<file path="config.mk">
export PLATFORM = sky130hd
export DESIGN_NAME = bqe_corner
export DESIGN_NICKNAME = d
export VERILOG_FILES = /design/src/hdl/bqe_pkg.sv /design/src/hdl/bqe_corner.sv
export SDC_FILE = /design/constraint.sdc
export NUM_CORES = 1
export LEC_CHECK = 0
export BUFFER_PORTS_ARGS = -buffer_cell sky130_fd_sc_hd__buf_2
export CORE_AREA = 4 4 319 321
export CTS_BUF_LIST = sky130_fd_sc_hd__clkbuf_4 sky130_fd_sc_hd__clkbuf_8
export DETAILED_ROUTE_END_ITERATION = 10
export DIE_AREA = 0 0 323 325
export GPL_ROUTABILITY_DRIVEN = 0
export PLACE_DENSITY = 0.33
export SYNTH_ARGS = -nofsm -noshare
export SYNTH_HDL_FRONTEND = slang
export SYNTH_SLANG_ARGS = --single-unit
</file>
<file path="constraint.sdc">
create_clock -name clk -period 12.6 [get_ports clk]
set_input_delay 2.52 -clock clk [delete_from_list [all_inputs] [get_ports clk]]
set_output_delay 2.52 -clock clk [all_outputs]
set_load 0.02 [all_outputs]
</file>
<file path="src/hdl/bqe_pkg.sv">
// ----------------------------------------------------------------------------
// bqe_pkg
// shared types, register codes and arithmetic helpers of the billboard quad
// expander
// ----------------------------------------------------------------------------
package bqe_pkg;

  // configuration register indexes
  localparam int CFG_IDX_W = 3;
  localparam logic [CFG_IDX_W-1:0] REG_RIGHT_X = 3'd0;
  localparam logic [CFG_IDX_W-1:0] REG_RIGHT_Y = 3'd1;
  localparam logic [CFG_IDX_W-1:0] REG_RIGHT_Z = 3'd2;
  localparam logic [CFG_IDX_W-1:0] REG_UP_X    = 3'd3;
  localparam logic [CFG_IDX_W-1:0] REG_UP_Y    = 3'd4;
  localparam logic [CFG_IDX_W-1:0] REG_UP_Z    = 3'd5;

  // reset values, Q2.14
  localparam logic signed [15:0] RIGHT_X_RST = 16'sd16384;
  localparam logic signed [15:0] RIGHT_Y_RST = 16'sd0;
  localparam logic signed [15:0] RIGHT_Z_RST = 16'sd0;
  localparam logic signed [15:0] UP_X_RST    = 16'sd0;
  localparam logic signed [15:0] UP_Y_RST    = 16'sd16384;
  localparam logic signed [15:0] UP_Z_RST    = 16'sd0;

  // vertex counter, six vertices per particle
  localparam int VERT_CNT_W = 3;
  localparam logic [VERT_CNT_W-1:0] LAST_VERT = 3'd5;

  typedef struct packed {
    logic signed [15:0] right_x;
    logic signed [15:0] right_y;
    logic signed [15:0] right_z;
    logic signed [15:0] up_x;
    logic signed [15:0] up_y;
    logic signed [15:0] up_z;
  } cam_t;

  // particle as it arrives
  typedef struct packed {
    logic signed [31:0] pos_x;
    logic signed [31:0] pos_y;
    logic signed [31:0] pos_z;
    logic [15:0]        tex_u;
    logic [15:0]        tex_v;
    logic [15:0]        tex_extent;
    logic [15:0]        tex_layer;
    logic [15:0]        quad_size;
    logic [16:0]        color_r;
    logic [16:0]        color_g;
    logic [16:0]        color_b;
    logic [16:0]        color_a;
  } in_t;

  // particle with quantized color
  typedef struct packed {
    logic signed [31:0] pos_x;
    logic signed [31:0] pos_y;
    logic signed [31:0] pos_z;
    logic [15:0]        tex_u;
    logic [15:0]        tex_v;
    logic [15:0]        tex_extent;
    logic [15:0]        tex_layer;
    logic [15:0]        quad_size;
    logic [7:0]         red;
    logic [7:0]         green;
    logic [7:0]         blue;
    logic [7:0]         alpha;
  } particle_t;

  // particle with camera vectors scaled by size, units of 2^-23
  typedef struct packed {
    particle_t          p;
    logic signed [32:0] rx_s;
    logic signed [32:0] ry_s;
    logic signed [32:0] rz_s;
    logic signed [32:0] ux_s;
    logic signed [32:0] uy_s;
    logic signed [32:0] uz_s;
  } prod_t;

  // one vertex request from the corner sequencer
  typedef struct packed {
    prod_t q;
    logic  lx_pos;
    logic  ly_pos;
    logic  last;
  } corner_t;

  // output word
  typedef struct packed {
    logic signed [31:0] vert_x;
    logic signed [31:0] vert_y;
    logic signed [31:0] vert_z;
    logic [16:0]        vert_u;
    logic [16:0]        vert_v;
    logic [15:0]        vert_layer;
    logic [7:0]         red;
    logic [7:0]         green;
    logic [7:0]         blue;
    logic [7:0]         alpha;
    logic [15:0]        vert_size;
    logic               last;
  } vert_t;

  // floor(c * 255 / 65536), clamped to a byte
  function automatic logic [7:0] color_byte(input logic [16:0] c);
    logic [24:0] scaled;
    logic [8:0]  q;
    scaled = {c, 8'b0} - {8'b0, c};
    q = scaled[24:16];
    color_byte = (q > 9'd255) ? 8'hFF : q[7:0];
  endfunction

  // Q2.14 vector component times Q8.8 size
  function automatic logic signed [32:0] scale_vec(input logic signed [15:0] v,
                                                   input logic [15:0] s);
    logic signed [16:0] s_ext;
    s_ext = $signed({1'b0, s});
    scale_vec = 33'(v * s_ext);
  endfunction

  // corner order 0,1,2,0,2,3: right side on corners 1 and 2
  function automatic logic corner_lx(input logic [VERT_CNT_W-1:0] k);
    corner_lx = (k == 3'd1) || (k == 3'd2) || (k == 3'd4);
  endfunction

  // up side on corners 2 and 3
  function automatic logic corner_ly(input logic [VERT_CNT_W-1:0] k);
    corner_ly = (k == 3'd2) || (k == 3'd4) || (k == 3'd5);
  endfunction

  // exact vertex coordinate in units of 2^-23
  function automatic logic signed [39:0] vertex_total(input logic signed [31:0] pos,
                                                      input logic signed [32:0] a,
                                                      input logic signed [32:0] b,
                                                      input logic lx, input logic ly);
    logic signed [39:0] pos_w;
    logic signed [39:0] a_w;
    logic signed [39:0] b_w;
    pos_w = {pos[31], pos, 7'b0};
    a_w = 40'(a);
    b_w = 40'(b);
    vertex_total = pos_w + (lx ? a_w : -a_w) + (ly ? b_w : -b_w);
  endfunction

  // round to Q16.16, ties up, then saturate to 32 bits
  function automatic logic signed [31:0] round_sat(input logic signed [39:0] t);
    logic signed [39:0] biased;
    logic signed [32:0] r;
    biased = t + 40'sd64;
    r = biased[39:7];
    if (r[32] != r[31]) begin
      round_sat = r[32] ? 32'sh8000_0000 : 32'sh7FFF_FFFF;
    end else begin
      round_sat = r[31:0];
    end
  endfunction

endpackage

</file>
<file path="src/hdl/bqe_corner.sv">
// ----------------------------------------------------------------------------
// bqe_corner
// holds one particle and walks its six vertices, one vertex per cycle while v_ready is high
// ----------------------------------------------------------------------------
module bqe_corner (
  input  logic              clk,
  input  logic              rst,
  input  logic              prod_valid,
  output logic              prod_ready,
  input  bqe_pkg::prod_t    prod,
  output logic              v_valid,
  input  logic              v_ready,
  output bqe_pkg::corner_t  v_item
);
  import bqe_pkg::*;

  logic                  cur_valid;
  prod_t                 cur;
  logic [VERT_CNT_W-1:0] k;
  logic                  fire;

  assign fire       = cur_valid && v_ready;
  // next particle loads as the sixth vertex leaves
  assign prod_ready = !cur_valid || (v_ready && (k == LAST_VERT));

  assign v_valid       = cur_valid;
  assign v_item.q      = cur;
  assign v_item.lx_pos = corner_lx(k);
  assign v_item.ly_pos = corner_ly(k);
  assign v_item.last   = (k == LAST_VERT);

  always_ff @(posedge clk) begin
    if (rst) begin
      cur_valid <= 1'b0;
      k         <= '0;
    end else if (prod_ready) begin
      cur_valid <= prod_valid;
      k         <= '0;
    end else if (fire) begin
      k <= k + 3'd1;
    end
  end

  always_ff @(posedge clk) begin
    if (prod_ready && prod_valid) cur <= prod;
  end

endmodule

</file>
-- Word level (Yosys, flattened, before mapping)
Index checks and enable logic that the tools add are counted.
- reductions and logical operators: 10
- equality and inequality tests: 4
- add/sub/neg operators: 1
- operator list (kind ; number):
    $eq 3x3->1 const B ; 2
    $logic_or 1x1->1 ; 5
    $add 3x1->3 const B ; 1
    $eq 3x1->1 const B ; 1
    $eq 3x2->1 const B ; 1
    $logic_and 1x1->1 ; 3
    $reduce_or 2->1 ; 1
    $logic_not 1->1 ; 1
- register bits after elaboration: 410
- output and inout port bits: 411

-- Depth between registers and ports, before layout
- word-level depth: 4
- depth in mapped cells: 5
- depth with buffers taken out: 5

-- Least setup slack after synthesis
OpenSTA, ideal clock, no wires.
- kind: input to register
- start: input v_ready
- end: register cur (netlist bit v_item[100]), enable pin
- arrival time: 11976 ps
- cell stages on the path: 3
- slack: -200 ps
- buffers on the path: 0
- cell sequence: nand3_2 > nand2_2 > and2_1
- word-level cells in the longest chain between the ends: 3
- RTL lines (item ; RTL line ; RTL):
    start: declaration ; bqe_corner.sv:12 ; input logic v_ready,
    $logic_and 1x1->1 ; bqe_corner.sv:24 ; assign prod_ready = !cur_valid || (v_ready && (k == LAST_VERT));
    $logic_or 1x1->1 ; bqe_corner.sv:24 ;
    named net prod_ready ; bqe_corner.sv:9 ; output logic prod_ready,
    $logic_and 1x1->1 ; bqe_corner.sv:45 ; if (prod_ready && prod_valid) cur <= prod;
    end signal: assignment ; bqe_corner.sv:45 ;
    end: declaration ; bqe_corner.sv:18 ; prod_t cur;
The timed path passes the listed nets, and every way through them passes these cells.
A chain may end at the register's enable or synchronous reset.

-- Worst setup path after layout
- start: input v_ready
- end: output prod_ready
- word-level cells in the longest chain between the ends: 2
- RTL lines (item ; RTL line):
    $logic_and 1x1->1 ; bqe_corner.sv:24
    $logic_or 1x1->1 ; bqe_corner.sv:24
    end: declaration ; bqe_corner.sv:9
No other way between the ends.

==> summary.txt <==
Die area -> 105000 um2
Residual DRC -> 0
CP Class -> in2out
Area grow syn2layout -> 58.87%
Post-synthesis sequential area ratio -> 0.9840
Die Y-Extent -> 325 um
Setup_tns -> 0 ns
# hold bufs at CTS -> 0
Tmin final -> 5.555 ns
DR pass1 iterations -> 4
CTS max path bufs -> 3
RSZ-0062 raised after global routing -> no
Synth top area cells -> edfxtp_1 (98%), dfxtp_1 (0.64%), ha_1 (0.40%), a21oi_1 (0.20%), nand2b_2 (0.14%)
Detailed placement HPWL -> 36010 um
Num ports -> 821
Adder-cell share of the synthesized area -> 0.004013
Total CTS buffers -> 78
Core ar. -> 99280 um2
Slew @ Worst Pin -> 1.032 ns
Cell area power density -> 162.1 nW/um2
Filler Cell Count -> 10860
Yosys top cell by area -> edfxtp_1
Initial DRC Count -> 331
Vias in the first global route -> 8832
Via/cell ratio -> 2.988
Worst slew margin -> 0.3121
# Post-CTS Setup Buffers -> 0
Hold Crit Class -> reg2reg
Reg2Reg Setup Slack -> 8.99 ns
Most common cell after layout, fill and taps aside -> buf_2
Final wirelength -> 46180 um
Largest net degree at the start of global routing -> 150
CTS tree -> built
Root Buffer -> clkbuf_8
Worst Setup Start Kind -> primary input
H-tree levels -> 3
Post-synthesis compound-gate area fraction -> 0.003211
CTS clk-pin slew, worst paths -> 0.05 ns
Antenna violations before repair -> 9
Syn. warnings -> 0
Synth unique cells -> 17
# nets final -> 1756
Post-Route Skew -> 0.01833 ns
Post-Syn Nets -> 854
Fin crit share -> 0.4409
Cell area after synthesis -> 12470 um2
CTS resizes -> 0
Chip Width -> 323 um
Post-route antenna net violation count -> 0
Final-report max-slew violation count -> 0
Starting Density -> 0.1256
Clk sinks -> 410
Crit-path max FO -> 7
Gr ovfl total -> 0
Hold Crit Start -> k[0]
CP Capture Type -> output port
Port buffer count -> 820
Post-Synth XOR/XNOR Area -> 0
FMAX -> 180.0 MHz
R2r startpoint -> k[1]
DR WL/cell -> 17.06 um
Final std cells w/o fill -> 2707
CP required -> 10.08 ns
Area fraction in and, or, nand and nor cells after synthesis -> 0.006923
Status -> finished clean
Area of the multi-input gates -> 178.9 um2
Peak supply drop -> 0.1297 mV
Final setup vio count -> 0
DP Cell Count -> 2560
GRT Util Overall -> 0.08309
Synth top area share -> 0.9776
Hold Vio Cnt, Final -> 0
Multiplexer area fraction after synthesis -> 0
First-pass GRT wire length -> 62570 um
Synth Register Bits -> 410
Leak Pwr -> 8.078 nW
Main combinational cell family by area after synthesis -> simple AND/OR/NAND/NOR gates
Worst skew pair latency -> 0.67 ns
Via Count -> 8088
Post-synthesis instance total -> 440
Syn Area/Cell -> 28.34 um2
Most frequent cells in the layout -> buf_2 (820), edfxtp_1 (406), clkbuf_8 (78)
Sequential cell area -> 12270 um2
Max-cap violation count -> 0
CP arrival -> 3.03 ns
Layout cells sized above 1 -> 0.6814
CP startpoint -> v_ready
Number of cell rows -> 116
## critical path, stage by stage
cell     delay, ns
buf_2         0.15
nand3_2       0.11
nand2_2       0.09
buf_2         0.16
## final timing paths
path / to / cells after the start
max reg2reg: v_item[143] / 7
min reg2reg: k[0] / 2
min: k[0] / 2
max: prod_ready / 4
## Yosys cell counts
cell type,count
a21oi_1,5
and2_1,1
buf_6,1
dfxtp_1,4
edfxtp_1,406
ha_1,4
inv_1,3
nand2_1,1
nand2_2,2
nand2b_1,1
nand2b_2,2
nand3_1,2
nand3_2,1
nor2_1,4
nor3_1,1
o211a_1,1
o21ai_0,1
## per-layer routing
metal	share of wire	global-route usage
met5	0.00028	0
met4	0.027	0.03202
met3	0.11	0.04175
met2	0.53	0.1508
met1	0.34	0.07976
## flip-flops by register name, indices dropped and copies added (netlist names)
signal and count:
v_item 406, k 3, v_valid 1
## report_power, final
group | total, W | internal, W | switching, W | leakage (nW)
Sequential | 0.00161 | 0.00159 | 0.0000203 | 3.90
Combinational | 0.000275 | 0.0000920 | 0.000183 | 3.35
Clock | 0.00132 | 0.000741 | 0.000582 | 0.829
## stage by stage
stage	worst slack, ns	utilization	cell area (um2)	total power (W)	hold slack (ns)
2_1_floorplan	4.423	-	12470	0.001774	0.4788
3_3_place_gp	7.036	0.1837	18240	0.001924	0.4949
3_5_place_dp	6.987	0.1837	18240	0.001925	0.5113
4_1_cts	7.038	0.1994	19800	0.003300	0.5202
5_1_grt	6.996	0.1995	19810	0.003372	0.5651
6_report	7.045	0.1996	19810	0.003212	0.5230
## final cells by class
type                    instances  area share
repair buffers                823      0.2095
clock buffers                 104     0.06404
inverters                       3   0.0005684
flip-flops and latches        410      0.6194
well taps                    1298     0.08197
multi-input cells              26    0.009031
diodes                          6   0.0007578
clock inverters                37     0.01471
## cells by family (layout without fill, tap and decap cells)
kind of cell             count (synthesis)  count (layout)
flip-flops                             410             410
AND/OR/NAND/NOR                         15              15
AO/OA/AOI/OAI                            7               7
adder cells (fa/ha/maj)                  4               4
buffers and inverters                    4             967
other                                    0               6
No activity file was read; power rests on OpenSTA's default activity.
