`src/hdl/bqe_pkg.sv`:
```
// ----------------------------------------------------------------------------
// bqe_pkg
// shared types, register codes and arithmetic helpers of the billboard quad
// expander
// ----------------------------------------------------------------------------
package bqe_pkg;

  // configuration register indexes
  localparam int CFG_IDX_W = 3;
  localparam logic [CFG_IDX_W-1:0] REG_RIGHT_X = 3'd0;
  localparam logic [CFG_IDX_W-1:0] REG_RIGHT_Y = 3'd1;
  localparam logic [CFG_IDX_W-1:0] REG_RIGHT_Z = 3'd2;
  localparam logic [CFG_IDX_W-1:0] REG_UP_X    = 3'd3;
  localparam logic [CFG_IDX_W-1:0] REG_UP_Y    = 3'd4;
  localparam logic [CFG_IDX_W-1:0] REG_UP_Z    = 3'd5;

  // reset values, Q2.14
  localparam logic signed [15:0] RIGHT_X_RST = 16'sd16384;
  localparam logic signed [15:0] RIGHT_Y_RST = 16'sd0;
  localparam logic signed [15:0] RIGHT_Z_RST = 16'sd0;
  localparam logic signed [15:0] UP_X_RST    = 16'sd0;
  localparam logic signed [15:0] UP_Y_RST    = 16'sd16384;
  localparam logic signed [15:0] UP_Z_RST    = 16'sd0;

  // vertex counter, six vertices per particle
  localparam int VERT_CNT_W = 3;
  localparam logic [VERT_CNT_W-1:0] LAST_VERT = 3'd5;

  typedef struct packed {
    logic signed [15:0] right_x;
    logic signed [15:0] right_y;
    logic signed [15:0] right_z;
    logic signed [15:0] up_x;
    logic signed [15:0] up_y;
    logic signed [15:0] up_z;
  } cam_t;

  // particle as it arrives
  typedef struct packed {
    logic signed [31:0] pos_x;
    logic signed [31:0] pos_y;
    logic signed [31:0] pos_z;
    logic [15:0]        tex_u;
    logic [15:0]        tex_v;
    logic [15:0]        tex_extent;
    logic [15:0]        tex_layer;
    logic [15:0]        quad_size;
    logic [16:0]        color_r;
    logic [16:0]        color_g;
    logic [16:0]        color_b;
    logic [16:0]        color_a;
  } in_t;

  // particle with quantized color
  typedef struct packed {
    logic signed [31:0] pos_x;
    logic signed [31:0] pos_y;
    logic signed [31:0] pos_z;
    logic [15:0]        tex_u;
    logic [15:0]        tex_v;
    logic [15:0]        tex_extent;
    logic [15:0]        tex_layer;
    logic [15:0]        quad_size;
    logic [7:0]         red;
    logic [7:0]         green;
    logic [7:0]         blue;
    logic [7:0]         alpha;
  } particle_t;

  // particle with camera vectors scaled by size, units of 2^-23
  typedef struct packed {
    particle_t          p;
    logic signed [32:0] rx_s;
    logic signed [32:0] ry_s;
    logic signed [32:0] rz_s;
    logic signed [32:0] ux_s;
    logic signed [32:0] uy_s;
    logic signed [32:0] uz_s;
  } prod_t;

  // one vertex request from the corner sequencer
  typedef struct packed {
    prod_t q;
    logic  lx_pos;
    logic  ly_pos;
    logic  last;
  } corner_t;

  // output word
  typedef struct packed {
    logic signed [31:0] vert_x;
    logic signed [31:0] vert_y;
    logic signed [31:0] vert_z;
    logic [16:0]        vert_u;
    logic [16:0]        vert_v;
    logic [15:0]        vert_layer;
    logic [7:0]         red;
    logic [7:0]         green;
    logic [7:0]         blue;
    logic [7:0]         alpha;
    logic [15:0]        vert_size;
    logic               last;
  } vert_t;

  // floor(c * 255 / 65536), clamped to a byte
  function automatic logic [7:0] color_byte(input logic [16:0] c);
    logic [24:0] scaled;
    logic [8:0]  q;
    scaled = {c, 8'b0} - {8'b0, c};
    q = scaled[24:16];
    color_byte = (q > 9'd255) ? 8'hFF : q[7:0];
  endfunction

  // Q2.14 vector component times Q8.8 size
  function automatic logic signed [32:0] scale_vec(input logic signed [15:0] v,
                                                   input logic [15:0] s);
    logic signed [16:0] s_ext;
    s_ext = $signed({1'b0, s});
    scale_vec = 33'(v * s_ext);
  endfunction

  // corner order 0,1,2,0,2,3: right side on corners 1 and 2
  function automatic logic corner_lx(input logic [VERT_CNT_W-1:0] k);
    corner_lx = (k == 3'd1) || (k == 3'd2) || (k == 3'd4);
  endfunction

  // up side on corners 2 and 3
  function automatic logic corner_ly(input logic [VERT_CNT_W-1:0] k);
    corner_ly = (k == 3'd2) || (k == 3'd4) || (k == 3'd5);
  endfunction

  // exact vertex coordinate in units of 2^-23
  function automatic logic signed [39:0] vertex_total(input logic signed [31:0] pos,
                                                      input logic signed [32:0] a,
                                                      input logic signed [32:0] b,
                                                      input logic lx, input logic ly);
    logic signed [39:0] pos_w;
    logic signed [39:0] a_w;
    logic signed [39:0] b_w;
    pos_w = {pos[31], pos, 7'b0};
    a_w = 40'(a);
    b_w = 40'(b);
    vertex_total = pos_w + (lx ? a_w : -a_w) + (ly ? b_w : -b_w);
  endfunction

  // round to Q16.16, ties up, then saturate to 32 bits
  function automatic logic signed [31:0] round_sat(input logic signed [39:0] t);
    logic signed [39:0] biased;
    logic signed [32:0] r;
    biased = t + 40'sd64;
    r = biased[39:7];
    if (r[32] != r[31]) begin
      round_sat = r[32] ? 32'sh8000_0000 : 32'sh7FFF_FFFF;
    end else begin
      round_sat = r[31:0];
    end
  endfunction

endpackage

```
`src/hdl/bqe_vertex.sv`:
```
// ----------------------------------------------------------------------------
// bqe_vertex
// corner offset sum stage, then round and saturate into the output register
// ----------------------------------------------------------------------------
module bqe_vertex (
  input  logic              clk,
  input  logic              rst,
  input  logic              v_valid,
  output logic              v_ready,
  input  bqe_pkg::corner_t  v_item,
  output logic              out_valid,
  input  logic              out_ready,
  output bqe_pkg::vert_t    vert
);
  import bqe_pkg::*;

  typedef struct packed {
    logic signed [39:0] tot_x;
    logic signed [39:0] tot_y;
    logic signed [39:0] tot_z;
    logic [16:0]        vert_u;
    logic [16:0]        vert_v;
    logic [15:0]        vert_layer;
    logic [7:0]         red;
    logic [7:0]         green;
    logic [7:0]         blue;
    logic [7:0]         alpha;
    logic [15:0]        vert_size;
    logic               last;
  } sum_t;

  logic s3_valid;
  sum_t s3;
  logic s3_adv;
  logic s4_adv;

  assign s4_adv  = !out_valid || out_ready;
  assign s3_adv  = !s3_valid || s4_adv;
  assign v_ready = s3_adv;

  always_ff @(posedge clk) begin
    if (rst) begin
      s3_valid  <= 1'b0;
      out_valid <= 1'b0;
    end else begin
      if (s3_adv) s3_valid <= v_valid;
      if (s4_adv) out_valid <= s3_valid;
    end
  end

  always_ff @(posedge clk) begin
    if (s3_adv && v_valid) begin
      s3.tot_x <= vertex_total(v_item.q.p.pos_x, v_item.q.rx_s, v_item.q.ux_s,
                               v_item.lx_pos, v_item.ly_pos);
      s3.tot_y <= vertex_total(v_item.q.p.pos_y, v_item.q.ry_s, v_item.q.uy_s,
                               v_item.lx_pos, v_item.ly_pos);
      s3.tot_z <= vertex_total(v_item.q.p.pos_z, v_item.q.rz_s, v_item.q.uz_s,
                               v_item.lx_pos, v_item.ly_pos);
      s3.vert_u <= {1'b0, v_item.q.p.tex_u}
                   + (v_item.lx_pos ? {1'b0, v_item.q.p.tex_extent} : 17'd0);
      s3.vert_v <= {1'b0, v_item.q.p.tex_v}
                   + (v_item.ly_pos ? {1'b0, v_item.q.p.tex_extent} : 17'd0);
      s3.vert_layer <= v_item.q.p.tex_layer;
      s3.red        <= v_item.q.p.red;
      s3.green      <= v_item.q.p.green;
      s3.blue       <= v_item.q.p.blue;
      s3.alpha      <= v_item.q.p.alpha;
      s3.vert_size  <= v_item.q.p.quad_size;
      s3.last       <= v_item.last;
    end
    if (s4_adv && s3_valid) begin
      vert.vert_x     <= round_sat(s3.tot_x);
      vert.vert_y     <= round_sat(s3.tot_y);
      vert.vert_z     <= round_sat(s3.tot_z);
      vert.vert_u     <= s3.vert_u;
      vert.vert_v     <= s3.vert_v;
      vert.vert_layer <= s3.vert_layer;
      vert.red        <= s3.red;
      vert.green      <= s3.green;
      vert.blue       <= s3.blue;
      vert.alpha      <= s3.alpha;
      vert.vert_size  <= s3.vert_size;
      vert.last       <= s3.last;
    end
  end

endmodule

```
`config.mk`:
```
export PLATFORM = sky130hd
export DESIGN_NAME = bqe_vertex
export DESIGN_NICKNAME = d
export VERILOG_FILES = /design/src/hdl/bqe_pkg.sv /design/src/hdl/bqe_vertex.sv
export SDC_FILE = /design/constraint.sdc
export NUM_CORES = 1
export LEC_CHECK = 0
export BUFFER_PORTS_ARGS = -buffer_cell sky130_fd_sc_hd__buf_2
export CORE_ASPECT_RATIO = 1.4
export CORE_MARGIN = 2
export CORE_UTILIZATION = 34
export CTS_CLUSTER_DIAMETER = 40
export DETAILED_ROUTE_END_ITERATION = 10
export GPL_ROUTABILITY_DRIVEN = 0
export HOLD_SLACK_MARGIN = 0.05
export PLACE_DENSITY = 0.63
export SLEW_MARGIN = 20
export SYNTH_ARGS = -nofsm -noshare
export SYNTH_HDL_FRONTEND = slang
export SYNTH_SLANG_ARGS = --single-unit
export TNS_END_PERCENT = 5
```
`constraint.sdc`:
```
create_clock -name clk -period 10.1 [get_ports clk]
set_input_delay 1.515 -clock clk [delete_from_list [all_inputs] [get_ports clk]]
set_output_delay 1.515 -clock clk [all_outputs]
set_load 0.05 [all_outputs]
```
== Word-level counts from Yosys, hierarchy flattened ==
Cells that the tools add are included.
Widths: inputs -> output; s select.

* Latch bits: 0
* Input bits: 413
* Word-level logic and storage cells: 66
* Memories: 0
* Flip-flop bits (word level): 416
* Memory bits (writable): 0
* Bits in read-only memories: 0
* Output and inout bits: 197

* Reduce and logical (&&, ||, !) cells: 6
* Equal/unequal tests: 3
* $add $sub $neg: 17
* $lt $le $gt $ge: 0
* Multipliers: 0
* Bitwise gates (word level): 0
* Shift operators: 0
* Div/mod/pow operators: 0
* Muxes and demuxes: 14

{| class="wikitable"
|+ Operator list
! cell !! number
|-
| $mux 40 || 6
|-
| $neg 33->40 || 6
|-
| $mux 32 || 6
|-
| $add 39x40->40 || 3
|-
| $add 40x40->40 || 3
|-
| $add 40x8->40 const B || 3
|-
| $add 16x16->17 || 2
|-
| $mux 16 || 2
|-
| $ne 1x1->1 || 3
|-
| $logic_and 1x1->1 || 2
|-
| $logic_not 1->1 || 2
|-
| $logic_or 1x1->1 || 2
|}

== Longest topological paths before layout ==
Gate-level depths: netlist (run 1).

* Word-level depth: 4
* Gate-level depth with buffers: 22
* Gate-level depth less buffers: 22

== Least setup slack after synthesis (run 1) ==
OpenSTA, ideal clock, no wires.

* Kind: input port to flip-flop
* Start point: in out_ready
* End point: reg vert[0] (netlist bit), enable pin
* Data arrival time: 10198 ps
* Required time: 9323 ps
* Stages on the path: 2
* Slack: -875 ps
* Path buffers: 0
* Cell sequence: nor2b_1 nor2b_1

* Cells in the longest elaborated chain, start to end: 2

{| class="wikitable"
|+ RTL lines
! what !! RTL line !! RTL
|-
| from (decl) || bqe_vertex.sv:12 || <nowiki>input logic out_ready,</nowiki>
|-
| $logic_or 1x1->1 || bqe_vertex.sv:37 || <nowiki>assign s4_adv = !out_valid || out_ready;</nowiki>
|-
| $logic_and 1x1->1 || bqe_vertex.sv:71 || <nowiki>if (s4_adv && s3_valid) begin</nowiki>
|-
| to (decl) || bqe_vertex.sv:13 || <nowiki>output bqe_pkg::vert_t vert</nowiki>
|}

No other way between the ends.
A chain may end at the register's enable or synchronous reset.

== Worst setup path after layout (run 1) ==
* Start point: in v_item[8] (netlist bit)
* End point: reg s3[135] (netlist bit) (data pin)

* Cells in the longest elaborated chain, start to end: 3

{| class="wikitable"
|+ RTL lines
! what !! RTL line !! RTL
|-
| from (decl) || bqe_vertex.sv:10 || <nowiki>input bqe_pkg::corner_t v_item,</nowiki>
|-
| $neg 33->40 || bqe_pkg.sv:143 || <nowiki>vertex_total = pos_w + (lx ? a_w : -a_w) + (ly ? b_w : -b_w);</nowiki>
|-
| $mux 40 (*) || bqe_pkg.sv:143 ||
|-
| $add 40x40->40 (*) || bqe_pkg.sv:143 ||
|-
| to (decl) || bqe_vertex.sv:33 || <nowiki>sum_t s3;</nowiki>
|}

Every way passes the cells marked *; elsewhere a longest branch is shown, timed or not.

==> flow_summary.toml, run 1 <==
[outcome]
status = "finished, final reports clean"

[die]
die_area_um2 = 85100
die_w_um = 247
die_h_um = 344
initial_core_util_pct = 34.4
fp-row-count = 124
core-area_um2 = 81800
io-pin-count = 610

[global_routing]
grt_pass1_wl_um = 124000
grt.met2_usage_pct = 35.4
grt_util_met3_pct = 4.25
grt_pass1_vias = 21900
antenna_found_initial = 38
grt_busiest_layer = "met2"
grt_overflow = 0
grtUsageTotal_pct = 19.1
use_met1_pct = 19.9
grt_max_degree = 73

[drt]
vias = 22200
wl_per_cell_um = 18.8
via_per_inst = 4.94
ant_nets = 0
drc = 0
wl_um = 84400
initialDrtViolationCount = 1144
drtPass1Iterations = 5

[flow_run]
drv_cap = 0

[logic_synthesis]
syn_avg_cell_area_um2 = 10.3
netlist_area_um2 = 28100
ys.flop_type = "edfxtp_1"
synth-edff-count = 396
ys_types = 82
ys_seq_area_share_pct = 42.4
syn_inst = 2744
yosysWarningCount = 0
async_flop_share_pct = 0
ys_ff_latch = 398
synth_nets = 3425

[clock_network]
clock-sinks = 398
cts_max_path_buffers = 3
clk_pin_slew_ps = 60
postCtsSetupBuffers = 0
cts_buffers = 51
worst_skew_pair.late_latency_ps = 590
cts-root-buf = "clkbuf_16"
hold_buffers = 0
cts_resized = 0
htreeDepth = 2
cts_tree = "yes"

[hold_path]
min_path_type = "reg -> reg"

[sta]
max_clock_freq_mhz = 152
final-setup-viol-count = 0
slew_headroom_pct = 25.0
finalMaxSlewViolations = 0
clock_skew_ps = 29.7
finalSetupTns_ps = 0
rsz0062_at_grt = "no"
hold_violations = 0
fin_crit_ps = 6580
worstMarginPinSlew_ps = 1110
min_period_over_period_pct = 65.2

[power]
p_leak_nw = 14.6
vdd_drop_max_mv = 0.138
power.density_nw_per_um2 = 202
total_power_w = 0.00691

[worst_setup_path]
worstPathRequired_ps = 10430
cp-start-kind = "primary input"
path_class = "in -> reg"
crit_fanout = 4
arrival_ps = 6910
crit_path_end_kind = "flip-flop"
r2r_slack_ps = 6860

[placement]
dpl.hpwl_um = 71200
port_buffers = 609

[layout]
nets = 4041
layout_common_cells = "buf_2 (607), edfxtp_1 (396), inv_1 (341)"
areaGrowthSynthToFinish_pct = 21.4
postLayoutCoreUtil_pct = 41.8
drive_gt1_share_pct = 22.3
final_common_cell = "buf_2"
n_fill_cell = 7902
[metal layers]
layer	vias to the layer above	part of all wire (%)
met3	190	7.8
met4	20	5.3
met1	10300	35
met2	784	51
met5	-	0.14
li1	10800	-
[cell usage after synthesis (all sizes together), types with 32 or more instances]
cell    number  area share [%]
nand4       32            0.71
nor3        80             1.5
inv        341             4.5
ha         170             7.6
clkbuf      43            0.58
nand2      112             1.5
nor2       219             2.9
xnor2      256             8.0
o21ai      127             2.3
xor2       143             4.4
a21oi      238             4.3
a21o        49             1.3
and3        32            0.72
fa          98             7.0
edfxtp     396              42
and2        48             1.1
nand3       59             1.0
[final timing paths]
kind / start / endpoint / cells past startpoint
setup / recovery: v_item[8] / s3[135] / 18
hold / removal: s3[54] / vert[54] / 0
setup reg to reg: s3[187] / vert[193] / 9
hold reg to reg: s3[54] / vert[54] / 0
[worst max-delay path, cell delays in order]
cell,delay [ps]
buf_2,120
nor4_1,460
nor3b_1,650
nand2_1,390
nor3_1,440
a21oi_1,150
xnor2_1,170
fa_1,480
inv_1,40
ha_1,310
nand2_1,130
or4_1,540
a211oi_1,420
o21a_1,220
nor2_1,100
o21ai_0,450
mux2i_1,230
nand3_1,80
[logic make-up (layout without fill, tap and decap cells)]
logic type                 after synthesis  after routing  synth area share, %
xor gates and xnor gates               399            399                 12.4
buffers and inverters                  400           1055                 5.41
adders and majority gates              268            268                 14.5
muxes                                   12             12                0.453
AOI/OAI and AO/OA                      552            552                 11.7
DFF                                    398            398                 42.4
other                                    0             25                    0
and+or+nand+nor                        715            715                 13.1
[per-stage QoR]
stage | area (um2) | setup WS, ps | instances | hold slack (ps)
2_1_floorplan | 28200 | 2910 | 2744 | 400
6_report | 34200 | 3520 | 4495 | 413
4_1_cts | 34100 | 3590 | 4470 | 410
3_3_place_gp | 32400 | 3090 | 4378 | 400
5_1_grt | 34100 | 3310 | 4484 | 411
3_5_place_dp | 32400 | 2910 | 4378 | 405
[where the power goes]
part / leakage [nW] / internal (W) / switching, W / total (W)
clock: 0.826 / 0.00103 / 0.000749 / 0.00177
sequential: 3.80 / 0.00232 / 0.000214 / 0.00254
combinational: 10.0 / 0.000983 / 0.00161 / 0.00260
total: 14.6 / 0.00433 / 0.00258 / 0.00691
[sequential cells by signal, indices dropped and copies added, names as in the netlist]
name / cells
out_valid: 1
s3: 201
s3_valid: 1
vert: 195
[area by class of cell]
| class | count | area (um2) | area share [%] |
|---|---|---|---|
| Tap cell | 1071 | 1340 | 3.92 |
| Clock buffer | 57 | 1320 | 3.86 |
| Clock inverter | 35 | 379 | 1.11 |
| Multi-Input combinational cell | 1946 | 14700 | 43.0 |
| Antenna cell | 25 | 62.6 | 0.183 |
| Timing Repair Buffer | 622 | 3150 | 9.22 |
| Inverter | 341 | 1280 | 3.75 |
| Sequential cell | 398 | 11900 | 34.9 |
Note: power is estimated with default switching activity, not from simulation.
==> run 2, diff against run 1 <==
--- a/config.mk
+++ b/config.mk
@@ -13,7 +13,7 @@
 export DETAILED_ROUTE_END_ITERATION = 10
 export GPL_ROUTABILITY_DRIVEN = 0
 export HOLD_SLACK_MARGIN = 0.05
-export PLACE_DENSITY = 0.63
+export PLACE_DENSITY = 0.61
 export SLEW_MARGIN = 20
 export SYNTH_ARGS = -nofsm -noshare
 export SYNTH_HDL_FRONTEND = slang
==> constraint.sdc (replaced) <==
create_clock -name clk -period 6.7 [get_ports clk]
set_input_delay 1.005 -clock clk [delete_from_list [all_inputs] [get_ports clk]]
set_output_delay 1.005 -clock clk [all_outputs]
set_load 0.05 [all_outputs]
==> run 2 against run 1 <==
Compared with the run above: worst setup slack got worse by 2600 ps; clock power up 59%; die area unchanged; via count grew 0.27%; sequential share of layout area is 0.22 points lower; sequential power grew 50%; utilization grew 0.27 points; first-iteration DRC count is 6.3% lower; global-route usage grew 0.55 points; wire length rose by 3.0%; critical path type unchanged; largest cell class unchanged; highest routed layer unchanged.
==> flow_summary.toml, run 2 (synthesis gave the netlist of run 1 again) <==
[outcome]
status = "finished, final reports clean"

[die]
die_area_um2 = 85100
io-pin-count = 610
die_w_um = 247
core-area_um2 = 81800
initial_core_util_pct = 34.4
die_h_um = 344
fp-row-count = 124

[clock_network]
clk_pin_slew_ps = 60
cts-root-buf = "clkbuf_16"
htreeDepth = 2
worst_skew_pair.late_latency_ps = 600
cts_max_path_buffers = 3
cts_buffers = 51
cts_resized = 0
cts_tree = "yes"
clock-sinks = 398
hold_buffers = 0
postCtsSetupBuffers = 0

[sta]
finalMaxSlewViolations = 0
worstMarginPinSlew_ps = 1020
hold_violations = 0
clock_skew_ps = 20.0
final-setup-viol-count = 0
fin_crit_ps = 5780
rsz0062_at_grt = "no"
finalSetupTns_ps = 0
max_clock_freq_mhz = 173
min_period_over_period_pct = 86.3
slew_headroom_pct = 32.2

[layout]
final_common_cell = "buf_2"
drive_gt1_share_pct = 22.6
top_register = "s3"
layout_common_cells = "buf_2 (607), edfxtp_1 (396), inv_1 (341)"
nets = 4056
largest_reg_flops = 201
areaGrowthSynthToFinish_pct = 22.2
n_fill_cell = 7945
reg_top3 = "s3: 201 flops, vert: 195 flops"
postLayoutCoreUtil_pct = 42.1

[hold_path]
whs_path_depth = 0
min_delay_worst_endpoint = "vert[90]"
min_from = "s3[90]"
min_path_type = "reg -> reg"

[placement]
dpl.hpwl_um = 72800
port_buffers = 609

[worst_setup_path]
r2r_slack_ps = 3430
cp_slowest_cell = "nor3b_1"
worstPathRequired_ps = 7030
crit_fanout = 6
cp_cell_sequence = "buf_2 -> nor3_1 -> nand3b_1 -> nor3_1 -> nor3b_1 -> and2_1 -> a21oi_1 -> xnor2_1 -> fa_1 -> inv_1 -> ha_1 -> nand4_1 -> or4_1 -> a211oi_1 -> o21a_1 -> nor2_1 -> o21ai_0 -> mux2i_1 -> nand3_1"
crit_path_frequent_cell = "nor3_1"
regToRegEndpoint = "vert[191]"
path_class = "in -> reg"
crit_path_max_incr_delay_ps = 590
crit_path_end_kind = "flip-flop"
path_buf_inv = 2
reg2reg_from = "s3[187]"
worst-r2r-cell-count = 9
cp-start-kind = "primary input"
arrival_ps = 6120
critPathTopFamily = "simple AND/OR/NAND/NOR gates"

[drt]
wl_um = 86900
vias = 22200
via_per_inst = 4.94
drc = 0
ant_nets = 0
initialDrtViolationCount = 1072
drtPass1Iterations = 5
wl_per_cell_um = 19.3

[global_routing]
antenna_found_initial = 42
grt_overflow = 0
grt_pass1_vias = 22200
grt_max_degree = 126
grt_pass1_wl_um = 127000
grtUsageTotal_pct = 19.6

[power]
power.density_nw_per_um2 = 308
vdd_drop_max_mv = 0.264
p_leak_nw = 14.8

[flow_run]
drv_cap = 0
[run 2: per-stage QoR]
stage | power (W) | hold WS [ps] | cell area, um2 | worst slack, ps | instances
6_report | 0.0106 | 400 | 34400 | 919 | 4507
2_1_floorplan | 0.00669 | 400 | 28200 | 19.5 | 2744
4_1_cts | 0.0107 | 403 | 34400 | 1030 | 4489
3_5_place_dp | 0.00784 | 405 | 32600 | 428 | 4393
5_1_grt | 0.0112 | 402 | 34400 | 618 | 4503
3_3_place_gp | 0.00779 | 400 | 32600 | 551 | 4393
[run 2: worst max-delay path by stage]
stage / to / cells past startpoint / start
after global routing: s3[135] / 19 / v_item[105]
after floorplan: s3[0] / 3 / out_ready
after CTS: s3[135] / 19 / v_item[105]
final: s3[135] / 19 / v_item[105]
after detailed placement: s3[135] / 19 / v_item[105]
after global placement: s3[135] / 18 / v_item[111]
[run 2: final cells by class]
class / count / area (um2) / area share (%)
Tap cell: 1071 / 1340 / 3.90
Sequential cell: 398 / 11900 / 34.7
Clock buffer: 60 / 1340 / 3.90
Inverter: 341 / 1280 / 3.72
Clock inverter: 36 / 447 / 1.30
Timing Repair Buffer: 637 / 3300 / 9.60
Multi-Input combinational cell: 1946 / 14700 / 42.8
Antenna cell: 18 / 45.0 / 0.131
[run 2: power by group]
part	internal (W)	switching (W)	total (W)	leakage [nW]
sequential	0.00350	0.000320	0.00382	3.80
combinational	0.00149	0.00246	0.00395	10.1
clock	0.00165	0.00116	0.00281	0.860
[run 2: metal layers]
metal  share of wire, %  up-vias  track usage, %
li1                   -    10900               -
met1                 36    10400            20.1
met2                 52      740            36.9
met3                7.5      209            4.86
met4                5.1       34            9.73
met5               0.24        -               0
